**config.mk**
```make
export PLATFORM = sky130hd
export DESIGN_NAME = stick_driven_pose_integrator
export DESIGN_NICKNAME = d
export VERILOG_FILES = /design/src/sv/sdpi_pkg.sv /design/src/sv/stick_driven_pose_integrator.sv
export VERILOG_INCLUDE_DIRS = /design/src /design/src/sv
export SDC_FILE = /design/constraint.sdc
export NUM_CORES = 1
export LEC_CHECK = 0
export ABC_AREA = 1
export BUFFER_PORTS_ARGS = -buffer_cell sky130_fd_sc_hd__clkbuf_2
export CAP_MARGIN = 20
export CORE_ASPECT_RATIO = 1.2
export CORE_MARGIN = 2
export CORE_UTILIZATION = 40
export CTS_BUF_LIST = sky130_fd_sc_hd__clkbuf_8
export DETAILED_ROUTE_END_ITERATION = 6
export PLACE_DENSITY = 0.55
export REMOVE_ABC_BUFFERS = 1
export SYNTH_ARGS = -nofsm -noshare
export SYNTH_HDL_FRONTEND = slang
export SYNTH_SLANG_ARGS = --single-unit
```
**constraint.sdc**
```tcl
create_clock -name clk -period 5.2 [get_ports clk]
set_clock_uncertainty 0.15 [all_clocks]
set_input_delay 1.04 -clock clk [delete_from_list [all_inputs] [get_ports clk]]
set_output_delay 1.04 -clock clk [all_outputs]
set_load 0.005 [all_outputs]
```
**src/sv/assert_macros.svh**
```systemverilog
// Assertion macros shared by the pose integrator RTL.
`ifndef ASSERT_MACROS_SVH
`define ASSERT_MACROS_SVH

// Same-cycle implication, sampled on clk, idle while rst_n is low.
`define SDPI_ASSERT_NOW(label, ante, cons, msg) \
  label: assert property (@(posedge clk) disable iff (!rst_n) (ante) |-> (cons)) else $error(msg);

// Next-cycle implication, sampled on clk, idle while rst_n is low.
`define SDPI_ASSERT_NEXT(label, ante, cons, msg) \
  label: assert property (@(posedge clk) disable iff (!rst_n) (ante) |=> (cons)) else $error(msg);

`endif

```
**src/sv/sdpi_pkg.sv**
```systemverilog
// Types and constants of the stick-driven pose integrator.
package sdpi_pkg;

  typedef enum logic [2:0] {
    S_IDLE = 3'b001,
    S_MUL  = 3'b010,
    S_STEP = 3'b100
  } state_t;

  // Multiply steps of a time tick, in the order the sequencer runs them.
  typedef enum logic [6:0] {
    STEP_P1 = 7'b0000001,  // |speed| * rate
    STEP_P2 = 7'b0000010,  // * elapsed
    STEP_Z2 = 7'b0000100,  // z * z
    STEP_T  = 7'b0001000,  // 2320 * z2
    STEP_U  = 7'b0010000,  // z2 * (21024 - t)
    STEP_S  = 7'b0100000,  // z * (51472 - u)
    STEP_D  = 7'b1000000   // |dist| * |trig|
  } step_t;

  localparam logic [1:0] OP_STICK = 2'd0;
  localparam logic [1:0] OP_TICK  = 2'd1;
  localparam logic [1:0] OP_PLACE = 2'd2;

  localparam logic [1:0] MODE_STOP = 2'd0;
  localparam logic [1:0] MODE_FWD  = 2'd1;
  localparam logic [1:0] MODE_TURN = 2'd2;

  localparam logic [1:0] REG_DEAD_ZONE = 2'd0;
  localparam logic [1:0] REG_MAX_VEL   = 2'd1;
  localparam logic [1:0] REG_MAX_TURN  = 2'd2;

  localparam logic [14:0] DEAD_ZONE_RST = 15'd3277;
  localparam logic [15:0] MAX_VEL_RST   = 16'd30000;
  localparam logic [15:0] MAX_TURN_RST  = 16'd36409;

  // Quarter-wave polynomial coefficients, Q14.
  localparam logic [15:0] POLY_A  = 16'd51472;
  localparam logic [14:0] POLY_B  = 15'd21024;
  localparam logic [11:0] POLY_C  = 12'd2320;
  localparam logic [14:0] QUARTER = 15'd16384;
  localparam logic [14:0] TRIG_MAX = 15'h7FFF;

  // Shift-add multiplier: radix-4 digits, two multiplier bits a cycle.
  localparam int MCAND_W  = 31;
  localparam int MPLIER_W = 16;
  localparam int ACC_W    = MCAND_W + MPLIER_W;
  localparam int DIGITS   = MPLIER_W / 2;

endpackage

```
**src/sv/stick_driven_pose_integrator.sv**
```systemverilog
// Stick-driven pose integrator: dead-zone mode select and dead-reckoning pose update.
// Stick, place and stopped-tick words: result valid in the cycle after acceptance.
// Turning tick: 2 multiplies, speed and time, then the heading update.
// Forward tick: 12 multiplies (speed, time, cos and sin polynomials, x and y step).
// Every multiply runs on one shared radix-4 shift-add unit, its digits in S_MUL, then S_STEP.
// Next word accepted once the result is taken; rst_n (sync, low) zeroes the pose, mode stopped.
`include "assert_macros.svh"

module stick_driven_pose_integrator
  import sdpi_pkg::*;
#(
  parameter int SINE_ENTRIES = 1024
) (
  input  logic         clk,
  input  logic         rst_n,
  // stick_x[15:0], stick_y[31:16], elapsed[47:32], place_x[79:48],
  // place_y[111:80], place_heading[127:112]
  input  logic [127:0] in_tdata,
  // operation[1:0]
  input  logic [1:0]   in_tuser,
  input  logic         in_tvalid,
  output logic         in_tready,
  // pos_x[31:0], pos_y[63:32], heading[79:64], motion_mode[81:80],
  // place_refused[82], zero[87:83]
  output logic [87:0]  out_tdata,
  output logic         out_tvalid,
  input  logic         out_tready,
  input  logic         cfg_valid,
  output logic         cfg_ready,
  input  logic [1:0]   cfg_index,
  input  logic [15:0]  cfg_data
);

  localparam int SINE_BITS = $clog2(SINE_ENTRIES);
  // Phase of a table entry: heading with the bits below the table index cleared.
  localparam logic [15:0] PHASE_MASK = 16'hFFFF << (16 - SINE_BITS);

  function automatic logic signed [15:0] sat_speed(input logic signed [16:0] v);
    logic signed [15:0] r;
    if (v > 17'sd32767) begin
      r = 16'sd32767;
    end else if (v < -17'sd32767) begin
      r = -16'sd32767;
    end else begin
      r = v[15:0];
    end
    return r;
  endfunction

  // Configuration
  logic [14:0] dead_zone_r;
  logic [15:0] max_vel_r;
  logic [15:0] max_turn_r;

  // Pose and control
  state_t             state_r, state_nxt;
  step_t              step_r, step_nxt;
  logic [1:0]         mode_r, mode_nxt;
  logic signed [15:0] speed_r, speed_nxt;
  logic [31:0]        pos_x_r, pos_x_nxt;
  logic [31:0]        pos_y_r, pos_y_nxt;
  logic [15:0]        heading_r, heading_nxt;
  logic               refused_r, refused_nxt;
  logic               out_valid_r, out_valid_nxt;
  logic [2:0]         cnt_r, cnt_nxt;

  // Datapath
  logic [ACC_W-1:0]    acc_r, acc_nxt;
  logic [ACC_W-1:0]    mcand_r, mcand_nxt;
  logic [MPLIER_W-1:0] mplier_r, mplier_nxt;
  logic [15:0]         dt_r, dt_nxt;
  logic signed [16:0]  dist_r, dist_nxt;
  logic [14:0]         z_r, z_nxt;
  logic [1:0]          q_r, q_nxt;
  logic [14:0]         z2_r, z2_nxt;
  logic                trig_neg_r, trig_neg_nxt;
  logic                axis_r, axis_nxt;

  logic                in_fire;
  logic [1:0]          op;
  logic signed [16:0]  sx_ext, sy_ext, ax, ay, fwd_v;
  logic [15:0]         spd_neg;
  logic [14:0]         spd_mag;
  logic [16:0]         dist_neg, dist_mag;
  logic                prod_neg;
  logic [ACC_W:0]      acc_ext, sprod;
  logic [ACC_W-1:0]    pp;
  logic [15:0]         cos_phase, sin_phase, next_phase;
  logic [14:0]         z_raw, z_fold;
  logic [11:0]         t_val;
  logic [14:0]         u_val, s1_val;
  logic [15:0]         s2_val, s_val;
  logic [14:0]         trig;
  logic                load_en;
  logic [MCAND_W-1:0]  load_a;
  logic [MPLIER_W-1:0] load_b;

  assign in_fire   = in_tvalid && in_tready;
  assign in_tready = (state_r == S_IDLE) && (!out_valid_r || out_tready);
  assign op        = in_tuser;
  assign cfg_ready = 1'b1;

  assign out_tvalid = out_valid_r;
  assign out_tdata  = {5'b0, refused_r, mode_r, heading_r, pos_y_r, pos_x_r};

  // Stick decode
  assign sx_ext = {in_tdata[15], in_tdata[15:0]};
  assign sy_ext = {in_tdata[31], in_tdata[31:16]};
  assign ax     = sx_ext[16] ? -sx_ext : sx_ext;
  assign ay     = sy_ext[16] ? -sy_ext : sy_ext;
  assign fwd_v  = -sy_ext;

  assign spd_neg  = 16'(-speed_r);
  assign spd_mag  = speed_r[15] ? spd_neg[14:0] : speed_r[14:0];
  assign dist_neg = 17'(-dist_r);
  assign dist_mag = dist_r[16] ? dist_neg : dist_r;

  // Signed product, floored by taking the upper bits
  assign prod_neg = (step_r == STEP_P2) ? speed_r[15] : (dist_r[16] ^ trig_neg_r);
  assign acc_ext  = {1'b0, acc_r};
  assign sprod    = prod_neg ? -acc_ext : acc_ext;

  // One radix-4 digit of the shift-add multiplier
  assign pp = (mplier_r[0] ? mcand_r : '0) +
              (mplier_r[1] ? {mcand_r[ACC_W-2:0], 1'b0} : '0);

  // Cos phase sits a quarter turn ahead of the sin phase
  assign sin_phase  = heading_r & PHASE_MASK;
  assign cos_phase  = sin_phase + 16'h4000;
  assign next_phase = (step_r == STEP_P2) ? cos_phase : sin_phase;
  assign z_raw      = {1'b0, next_phase[13:0]};
  assign z_fold     = next_phase[14] ? (QUARTER - z_raw) : z_raw;

  // Polynomial terms from the finished product
  assign t_val  = acc_r[25:14];
  assign s1_val = POLY_B - {3'b0, t_val};
  assign u_val  = acc_r[28:14];
  assign s2_val = POLY_A - {1'b0, u_val};
  assign s_val  = acc_r[29:14];
  assign trig   = (s_val > {1'b0, TRIG_MAX}) ? TRIG_MAX : s_val[14:0];

  always_comb begin
    state_nxt     = state_r;
    step_nxt      = step_r;
    mode_nxt      = mode_r;
    speed_nxt     = speed_r;
    pos_x_nxt     = pos_x_r;
    pos_y_nxt     = pos_y_r;
    heading_nxt   = heading_r;
    refused_nxt   = refused_r;
    out_valid_nxt = out_valid_r && !out_tready;
    cnt_nxt       = cnt_r;
    acc_nxt       = acc_r;
    mcand_nxt     = mcand_r;
    mplier_nxt    = mplier_r;
    dt_nxt        = dt_r;
    dist_nxt      = dist_r;
    z_nxt         = z_r;
    q_nxt         = q_r;
    z2_nxt        = z2_r;
    trig_neg_nxt  = trig_neg_r;
    axis_nxt      = axis_r;
    load_en       = 1'b0;
    load_a        = '0;
    load_b        = '0;

    unique case (state_r)
      S_IDLE: begin
        if (in_fire) begin
          refused_nxt   = 1'b0;
          out_valid_nxt = 1'b1;
          case (op)
            OP_STICK: begin
              if (ay > {2'b0, dead_zone_r}) begin
                mode_nxt  = MODE_FWD;
                speed_nxt = sat_speed(fwd_v);
              end else if (ax > {2'b0, dead_zone_r}) begin
                mode_nxt  = MODE_TURN;
                speed_nxt = sat_speed(sx_ext);
              end else begin
                mode_nxt = MODE_STOP;
              end
            end
            OP_TICK: begin
              dt_nxt = in_tdata[47:32];
              if (mode_r == MODE_FWD || mode_r == MODE_TURN) begin
                // hold the result back until the integration is done
                out_valid_nxt = 1'b0;
                load_en       = 1'b1;
                load_a        = {16'b0, spd_mag};
                load_b        = (mode_r == MODE_FWD) ? max_vel_r : max_turn_r;
                step_nxt      = STEP_P1;
              end
            end
            OP_PLACE: begin
              if (mode_r != MODE_STOP) begin
                refused_nxt = 1'b1;
              end else begin
                pos_x_nxt   = in_tdata[79:48];
                pos_y_nxt   = in_tdata[111:80];
                heading_nxt = in_tdata[127:112];
              end
            end
            default: ;
          endcase
        end
      end

      S_MUL: begin
        acc_nxt    = acc_r + pp;
        mcand_nxt  = {mcand_r[ACC_W-3:0], 2'b00};
        mplier_nxt = {2'b00, mplier_r[MPLIER_W-1:2]};
        cnt_nxt    = cnt_r + 3'd1;
        if (cnt_r == 3'(DIGITS - 1)) begin
          state_nxt = S_STEP;
        end
      end

      S_STEP: begin
        unique case (step_r)
          STEP_P1: begin
            load_en  = 1'b1;
            load_a   = acc_r[MCAND_W-1:0];
            load_b   = dt_r;
            step_nxt = STEP_P2;
          end
          STEP_P2: begin
            if (mode_r == MODE_TURN) begin
              heading_nxt   = heading_r - sprod[46:31];
              state_nxt     = S_IDLE;
              out_valid_nxt = 1'b1;
            end else begin
              dist_nxt = sprod[47:31];
              axis_nxt = 1'b0;
              z_nxt    = z_fold;
              q_nxt    = next_phase[15:14];
              load_en  = 1'b1;
              load_a   = {16'b0, z_fold};
              load_b   = {1'b0, z_fold};
              step_nxt = STEP_Z2;
            end
          end
          STEP_Z2: begin
            z2_nxt   = acc_r[28:14];
            load_en  = 1'b1;
            load_a   = {19'b0, POLY_C};
            load_b   = {1'b0, acc_r[28:14]};
            step_nxt = STEP_T;
          end
          STEP_T: begin
            load_en  = 1'b1;
            load_a   = {16'b0, z2_r};
            load_b   = {1'b0, s1_val};
            step_nxt = STEP_U;
          end
          STEP_U: begin
            load_en  = 1'b1;
            load_a   = {16'b0, z_r};
            load_b   = s2_val;
            step_nxt = STEP_S;
          end
          STEP_S: begin
            trig_neg_nxt = q_r[1];
            load_en      = 1'b1;
            load_a       = {14'b0, dist_mag};
            load_b       = {1'b0, trig};
            step_nxt     = STEP_D;
          end
          STEP_D: begin
            if (!axis_r) begin
              pos_x_nxt = pos_x_r + sprod[46:15];
              // advance to the sine half of the step
              axis_nxt  = 1'b1;
              z_nxt     = z_fold;
              q_nxt     = next_phase[15:14];
              load_en   = 1'b1;
              load_a    = {16'b0, z_fold};
              load_b    = {1'b0, z_fold};
              step_nxt  = STEP_Z2;
            end else begin
              pos_y_nxt     = pos_y_r + sprod[46:15];
              state_nxt     = S_IDLE;
              out_valid_nxt = 1'b1;
            end
          end
          default: begin
            state_nxt = S_IDLE;
          end
        endcase
      end

      default: begin
        state_nxt = S_IDLE;
      end
    endcase

    if (load_en) begin
      state_nxt  = S_MUL;
      acc_nxt    = '0;
      mcand_nxt  = {{MPLIER_W{1'b0}}, load_a};
      mplier_nxt = load_b;
      cnt_nxt    = '0;
    end
  end

  always_ff @(posedge clk) begin
    if (!rst_n) begin
      dead_zone_r <= DEAD_ZONE_RST;
      max_vel_r   <= MAX_VEL_RST;
      max_turn_r  <= MAX_TURN_RST;
      state_r     <= S_IDLE;
      step_r      <= STEP_P1;
      mode_r      <= MODE_STOP;
      speed_r     <= '0;
      pos_x_r     <= '0;
      pos_y_r     <= '0;
      heading_r   <= '0;
      refused_r   <= 1'b0;
      out_valid_r <= 1'b0;
      cnt_r       <= '0;
    end else begin
      if (cfg_valid && cfg_ready) begin
        unique case (cfg_index)
          REG_DEAD_ZONE: dead_zone_r <= cfg_data[14:0];
          REG_MAX_VEL:   max_vel_r   <= cfg_data;
          REG_MAX_TURN:  max_turn_r  <= cfg_data;
          default: ;
        endcase
      end
      state_r     <= state_nxt;
      step_r      <= step_nxt;
      mode_r      <= mode_nxt;
      speed_r     <= speed_nxt;
      pos_x_r     <= pos_x_nxt;
      pos_y_r     <= pos_y_nxt;
      heading_r   <= heading_nxt;
      refused_r   <= refused_nxt;
      out_valid_r <= out_valid_nxt;
      cnt_r       <= cnt_nxt;
    end
  end

  always_ff @(posedge clk) begin
    acc_r      <= acc_nxt;
    mcand_r    <= mcand_nxt;
    mplier_r   <= mplier_nxt;
    dt_r       <= dt_nxt;
    dist_r     <= dist_nxt;
    z_r        <= z_nxt;
    q_r        <= q_nxt;
    z2_r       <= z2_nxt;
    trig_neg_r <= trig_neg_nxt;
    axis_r     <= axis_nxt;
  end

  `SDPI_ASSERT_NOW(a_no_result_while_busy, state_r != S_IDLE, !out_valid_r, "result word shown mid-integration")
  `SDPI_ASSERT_NEXT(a_place_refused, in_fire && op == OP_PLACE && mode_r != MODE_STOP, out_valid_r && refused_r, "place while moving not refused")
  `SDPI_ASSERT_NEXT(a_mode_on_stick_only, !(in_fire && op == OP_STICK), $stable(mode_r), "mode changed without a stick word")

endmodule
```
==> flow_summary_export.csv, run 1 <==
group,metric,value,unit
timing,hold_slack,0.271,ns
die,fp.coreArea,0.0669,mm2
placement,io_buffers,237,
yosys,synthTopCellsByArea,"dfxtp_1 17%, nand2_1 13%, edfxtp_1 12%, ha_1 8.2%, a21oi_1 7.5%",
yosys,synth_top_area_cell,"dfxtp_1",
yosys,synth-edff-count,107,
critical_path,required,5.59,ns
layout,layout_common_cells,"896 x nand2_1, 525 x inv_1, 404 x a21oi_1",
timing,finalCritPeriodShare,92.5,%
critical_path,worstPathMaxFanout,24,
timing,relSlewSlack,24.5,%
pwr,ir_worst_vdd,193,uV
run_status,status,"complete, no violations",
yosys,netlist_area,0.0269,mm2
yosys,synth_cell_type_count,66,
placement,placed_area,0.0291,mm2
route,drcViolationCount,0,
critical_path,critPathLaunch,"step_r[4]",
yosys,synth_cells,3951,
flow_run,cap_violations,0,
timing,finalHoldViolCount,0,
grt,overflow,0,
yosys,synth_top_family_by_area,"simple AND/OR/NAND/NOR gates",
clock_network,cts_tree,"yes",
layout,layout.nets,4544,
critical_path,crit_arrival,5.20,ns
timing,period_needed,4.81,ns
pwr,leakage,15.0,nW
clock_network,path_clk_slew,0.06,ns
critical_path,end_kind,"register",
yosys,synth_xor_area_share,4.65,%
timing,max_freq,208,MHz
timing,worst_pin_slew,1.13,ns
yosys,avgSynthCellArea,6.82,um2
critical_path,path_delay_family,"simple AND/OR/NAND/NOR gates",
yosys,synth_fa_ha_area_share,11.8,%
die,die_area,0.0694,mm2
clock_network,numCtsBuffers,61,
grt,antenna_found_initial,7,
pwr,powerDensity,257,mW/mm2
grt,grt_usage,28.8,%
critical_path,path_common_cell,"nand2_1",
route,wire_per_inst,19.8,um
route,detail-route-antenna-nets,0,
layout,final_common_cell,"nand2_1",
grt,grt_pass1_vias,26400,
clock_network,cts_max_level,2,
route,drt_iter0_markers,1896,
die,ios,244,
critical_path,start_kind,"register",
layout,drive_above_1_share,11.1,%
critical_path,setup.worst_path.class,"register to register",
clock_network,post_cts_resized,0,
yosys,synth_flop_cell,"dfxtp_1",
yosys,synth_mux_area_share,0.0372,%
clock_network,cts_setup_buffers,0,
layout,finalInstanceArea,0.0303,mm2
placement,dp_hpwl,79.5,mm
yosys,ys_async_sr_fraction,0,%
hold_path,min_from,"q_r[1]",
layout,ff_latch_area,0.00768,mm2
pwr,clockPowerShare,32.5,%
placement,gp_congestion,0.981,
die,start_util,40.3,%
clock_network,hold_buffers,0,
critical_path,path_buf_inv,3,
yosys,netlist.area_leader.share,16.6,%
route,dr.pass1.iters,5,
pwr,p_int,4.89,mW
clock_network,clock_path_buffers,3,
pwr,power.switching,2.91,mW
clock_network,cts.sinks,330,
route,vias_per_cell,5.36,
yosys,ys_ff_latch,330,
yosys,synth_compound_area_share,19.2,%
pwr,pwr-share-comb,29.1,%
die,rows,104,
grt,grt_max_degree,95,
clock_network,clk_latency,0.71,ns
route,vias,27400,
pwr,switching_share,37.3,%
layout,fill_cells,7315,
grt,grt_pass1_wl,154,mm
critical_path,slowest_stage,"xor2_1",
die,fp.dieH,288,um
layout,multiInputGateArea,0.0167,mm2
timing,rsz0062_at_grt,"no",
layout,areaGrowthSynthToFinish,12.5,%
die,die_x,241,um
route,drt_wl_total,101,mm
pwr,p_seq_share,38.4,%
yosys,synth_warnings,0,
critical_path,rr_startpoint,"step_r[4]",
timing,finalSetupViolations,0,
yosys,ys_seq_area_share,28.5,%
critical_path,crit_path_max_incr_delay,0.51,ns
hold_path,min_path_type,"register to register",
yosys,synth-simple-area-share,26.0,%
timing,drv_slew,0,
critical_path,cp_cell_sequence,"inv_2 > nand2_4 > nor2_4 > nand3_2 > nand2_4 > nand2_1 > xor2_1 > ha_1 > inv_1 > fa_1 > nand3b_1 > nand2_1 > a21oi_1 > o21ai_0 > a21boi_0 > inv_1 > nand2_1 > nand2_1 > nand2_1 > o21ai_0 > xor2_1 > o21ai_0 > a21oi_1",
clock_network,cts_root_buf,"clkbuf_8",
[logic make-up (layout without fill, tap and decap cells)]
kind of cell,after synthesis,in the layout
simple gates,1654,1654
compound gates,918,918
buf+inv,679,940
flops,330,330
fa+ha+maj,225,225
xor+xnor,142,142
other cells,2,7
mux,1,1
[path summary, 6_finish.rpt]
| path | slack (ns) | depth (start not counted) | endpoint |
|---|---|---|---|
| worst min register to register | 0.27 | 0 | trig_neg_r |
| worst min-delay path | 0.27 | 0 | trig_neg_r |
| worst max-delay path | 0.39 | 23 | pos_x_r[24] |
| worst max register to register | 0.39 | 23 | pos_x_r[24] |
[stage by stage]
stage	setup TNS [ns]	instances	power (mW)	setup slack, ns	util, %
2_1_floorplan	-242.59	3810	4.49	-3.32	-
3_3_place_gp	0	5004	5.28	0.521	43.5
3_5_place_dp	0	5004	5.28	0.428	43.5
4_1_cts	0	5117	7.83	0.482	45.3
5_1_grt	0	5118	8.28	0.0289	45.3
6_report	0	5118	7.80	0.389	45.3
[synth_stat cells (4+ instances only)]
| library cell | number |
|---|---|
| nand2_1 | 897 |
| inv_1 | 512 |
| a21oi_1 | 405 |
| nor2_1 | 384 |
| o21ai_0 | 274 |
| dfxtp_1 | 223 |
| nand3_1 | 187 |
| ha_1 | 176 |
| edfxtp_1 | 107 |
| xor2_1 | 103 |
| clkbuf_1 | 102 |
| nor3_1 | 53 |
| fa_1 | 49 |
| o211ai_1 | 40 |
| xnor2_1 | 38 |
| nand4_1 | 36 |
| a31oi_1 | 29 |
| o21ai_1 | 29 |
| a221oi_1 | 25 |
| nor4_1 | 22 |
| buf_4 | 20 |
| a211oi_1 | 18 |
| a21o_1 | 17 |
| inv_2 | 17 |
| or2_2 | 15 |
| nand2_2 | 14 |
| o21bai_1 | 14 |
| o21a_1 | 13 |
| buf_2 | 12 |
| buf_1 | 10 |
| nand3_2 | 9 |
| o221ai_1 | 9 |
| o31ai_1 | 8 |
| nand2_4 | 7 |
| and3_1 | 6 |
| o2111ai_1 | 6 |
| clkinv_1 | 5 |
| nand3b_1 | 5 |
| a21boi_0 | 4 |
| a22o_1 | 4 |
| a22oi_1 | 4 |
| nor2_2 | 4 |
| nor3b_1 | 4 |
| o311ai_0 | 4 |
[area by class of cell]
class	count	share of cell area (%)
multi-input cells	2946	55.0
clock inverters	49	0.974
flip-flops and latches	330	25.3
inverters	534	6.62
diodes	1	0.00826
repair buffers	293	5.42
clock buffers	64	2.91
well taps	901	3.72
[per-layer routing]
| metal | GRT usage [%] | routed length (um) | up-vias |
|---|---|---|---|
| met5 | 0 | 85 | - |
| met4 | 11.4 | 4230 | 12 |
| met3 | 4.09 | 5410 | 211 |
| met2 | 47.4 | 46400 | 815 |
| met1 | 38.1 | 45000 | 12800 |
| li1 | - | - | 13600 |
[registers in the layout, indices dropped and copies added (netlist names), 2 cells and up]
register and cells:
step_r 7, pos_y_r 32, heading_r 16, mode_r 2
speed_r 16, state_r 3, z_r 9, mcand_r 47
dist_r 17, dead_zone_r 15, max_turn_r 16, z2_r 15
pos_x_r 32, dt_r 16, acc_r 47, mplier_r 16
cnt_r 3, max_vel_r 16
[power groups by stage]
stage          Combinational (mW)  Clock, mW  Sequential (mW)
3_3_place_gp                 2.23          0             3.05
5_1_grt                      2.55       2.71             3.02
4_1_cts                      2.25       2.58             3.00
3_5_place_dp                 2.23          0             3.05
6_report                     2.27       2.53             3.00
2_1_floorplan                1.50          0             2.99
Power figures use the tool's default switching activity.
==> run 2, diff against run 1 <==
--- a/config.mk
+++ b/config.mk
@@ -12,7 +12,8 @@
 export CORE_ASPECT_RATIO = 1.2
 export CORE_MARGIN = 2
 export CORE_UTILIZATION = 40
-export CTS_BUF_LIST = sky130_fd_sc_hd__clkbuf_8
+export CTS_BUF_LIST = sky130_fd_sc_hd__clkbuf_4
+export CTS_CLUSTER_SIZE = 10
 export DETAILED_ROUTE_END_ITERATION = 6
 export PLACE_DENSITY = 0.55
 export REMOVE_ABC_BUFFERS = 1
==> run 2 against run 1 <==
Via count is 1.1% higher. Highest routed layer unchanged. Critical path type unchanged. Largest cell class unchanged. Non-clock buffer count unchanged. Cell count rose by 1.2%. Sequential power about the same. Largest power group unchanged. Register-to-register slack improved by 0.08 ns.
==> flow_summary_export.csv, run 2 (synthesis results as in run 1) <==
group,metric,value,unit
timing,max_freq,211,MHz
pwr,p_seq_share,37.9,%
critical_path,crit_arrival,5.32,ns
route,detail-route-antenna-nets,0,
die,die_x,241,um
placement,dp_hpwl,79.5,mm
grt,grt_usage,29.0,%
grt,grt_pass1_wl,154,mm
clock_network,numCtsBuffers,95,
placement,gp_congestion,0.981,
pwr,p_int,4.96,mW
run_status,status,"complete, no violations",
placement,io_buffers,237,
clock_network,hold_buffers,0,
die,start_util,40.3,%
die,ios,244,
pwr,pwr-share-comb,28.7,%
critical_path,setup.worst_path.class,"register to register",
clock_network,cts_tree,"yes",
clock_network,post_cts_resized,0,
route,vias,27700,
clock_network,path_clk_slew,0.07,ns
timing,finalSetupViolations,0,
timing,relSlewSlack,25.4,%
pwr,switching_share,37.2,%
critical_path,critPathLaunch,"step_r[4]",
grt,grt_pass1_vias,26800,
timing,rsz0062_at_grt,"no",
pwr,clockPowerShare,33.3,%
route,wire_per_inst,19.6,um
route,dr.pass1.iters,6,
critical_path,required,5.79,ns
pwr,power.switching,2.94,mW
clock_network,clk_latency,0.89,ns
die,rows,104,
clock_network,cts.sinks,330,
timing,hold_slack,0.172,ns
timing,finalCritPeriodShare,91.1,%
route,vias_per_cell,5.35,
hold_path,min_path_type,"primary input to register",
timing,fin_setup_tns,0,ns
layout,layout.nets,4578,
layout,reg_top3,"acc_r (47), mcand_r (47)",
timing,worst_pin_slew,1.12,ns
die,die_area,0.0694,mm2
grt,overflow,0,
layout,drive_above_1_share,12.7,%
critical_path,start_kind,"register",
layout,areaGrowthSynthToFinish,12.9,%
die,fp.coreArea,0.0669,mm2
clock_network,cts_max_level,3,
critical_path,worstPathMaxFanout,24,
pwr,ir_worst_vdd,118,uV
timing,period_needed,4.74,ns
flow_run,cap_violations,0,
grt,antenna_found_initial,9,
layout,layout_common_cells,"896 x nand2_1, 511 x inv_1, 404 x a21oi_1",
critical_path,end_kind,"register",
timing,drv_slew,0,
timing,finalHoldViolCount,0,
clock_network,cts_setup_buffers,0,
critical_path,rr_startpoint,"step_r[4]",
route,drt_wl_total,101,mm
pwr,leakage,15.1,nW
pwr,powerDensity,260,mW/mm2
clock_network,cts_root_buf,"clkbuf_4",
layout,final_common_cell,"nand2_1",
route,drt_iter0_markers,2044,
grt,grt_max_degree,95,
die,fp.dieH,288,um
clock_network,clock_path_buffers,3,
route,drcViolationCount,0,
hold_path,min_from,"in_tdata[44]",
[run 2: cell count changes in the layout (fill, tap and decap cells not counted), sizes merged]
cell,before,now
inv,545,531
bufinv,3,1
clkbuf,301,387
clkinvlp,1,2
clkinv,34,24
[run 2: final timing paths]
| path | end | slack, ns | cells past startpoint |
|---|---|---|---|
| worst max register to register | pos_x_r[24] | 0.46 | 23 |
| worst max-delay path | pos_x_r[24] | 0.46 | 23 |
| worst min-delay path | dt_r[12] | 0.17 | 1 |
| worst min register to register | trig_neg_r | 0.27 | 0 |
[run 2: critical path, stage by stage, from the launching register on]
cell and delay (ns):
dfxtp_1 0.35, inv_2 0.12, nand2_4 0.08, nor2_4 0.21, nand3_2 0.13, nand2_4 0.29, nand2_1 0.11, xor2_1 0.47
ha_1 0.27, inv_1 0.05, fa_1 0.38, nand3b_1 0.17, nand2_1 0.11, a21oi_1 0.13, o21ai_0 0.37, a21boi_0 0.28
inv_1 0.13, nand2_1 0.05, nand2_1 0.09, nand2_1 0.09, o21ai_0 0.20, xor2_1 0.09, o21ai_0 0.15, a21oi_1 0.08
[run 2: layer usage]
metal | vias up | part of all wire (%) | track usage, %
li1 | 13700 | - | -
met1 | 12900 | 44 | 37.8
met2 | 879 | 46 | 47.6
met3 | 216 | 6.0 | 4.48
met4 | 16 | 4.0 | 12.1
met5 | - | 0.12 | 0
[run 2: metrics by stage]
stage	area, um2	utilization, %	instances	setup slack (ns)	power (mW)
global route	30400	45.5	5179	0.0262	8.40
global placement	29100	43.5	5004	0.521	5.28
floorplan	26300	-	3810	-3.32	4.49
finish	30400	45.5	5179	0.464	7.90
detailed placement	29100	43.5	5004	0.428	5.28
CTS	30400	45.5	5178	0.509	7.94
[run 2: power by group through the flow]
stage	Sequential (mW)	Combinational, mW	Clock, mW
after floorplan	2.99	1.50	0
after global placement	3.05	2.23	0
after detailed placement	3.05	2.23	0
after CTS	2.99	2.25	2.70
after global routing	3.02	2.55	2.84
final	3.00	2.27	2.63
[run 2: cell type report]
type	count	area, um2
Clock buffer	150	1130
Multi-Input combinational cell	2946	16700
Sequential cell	330	7680
Clock inverter	24	149
Antenna cell	1	2.50
Timing Repair Buffer	293	1640
Inverter	534	2010
Tap cell	901	1130
Fill cell	7331	36500
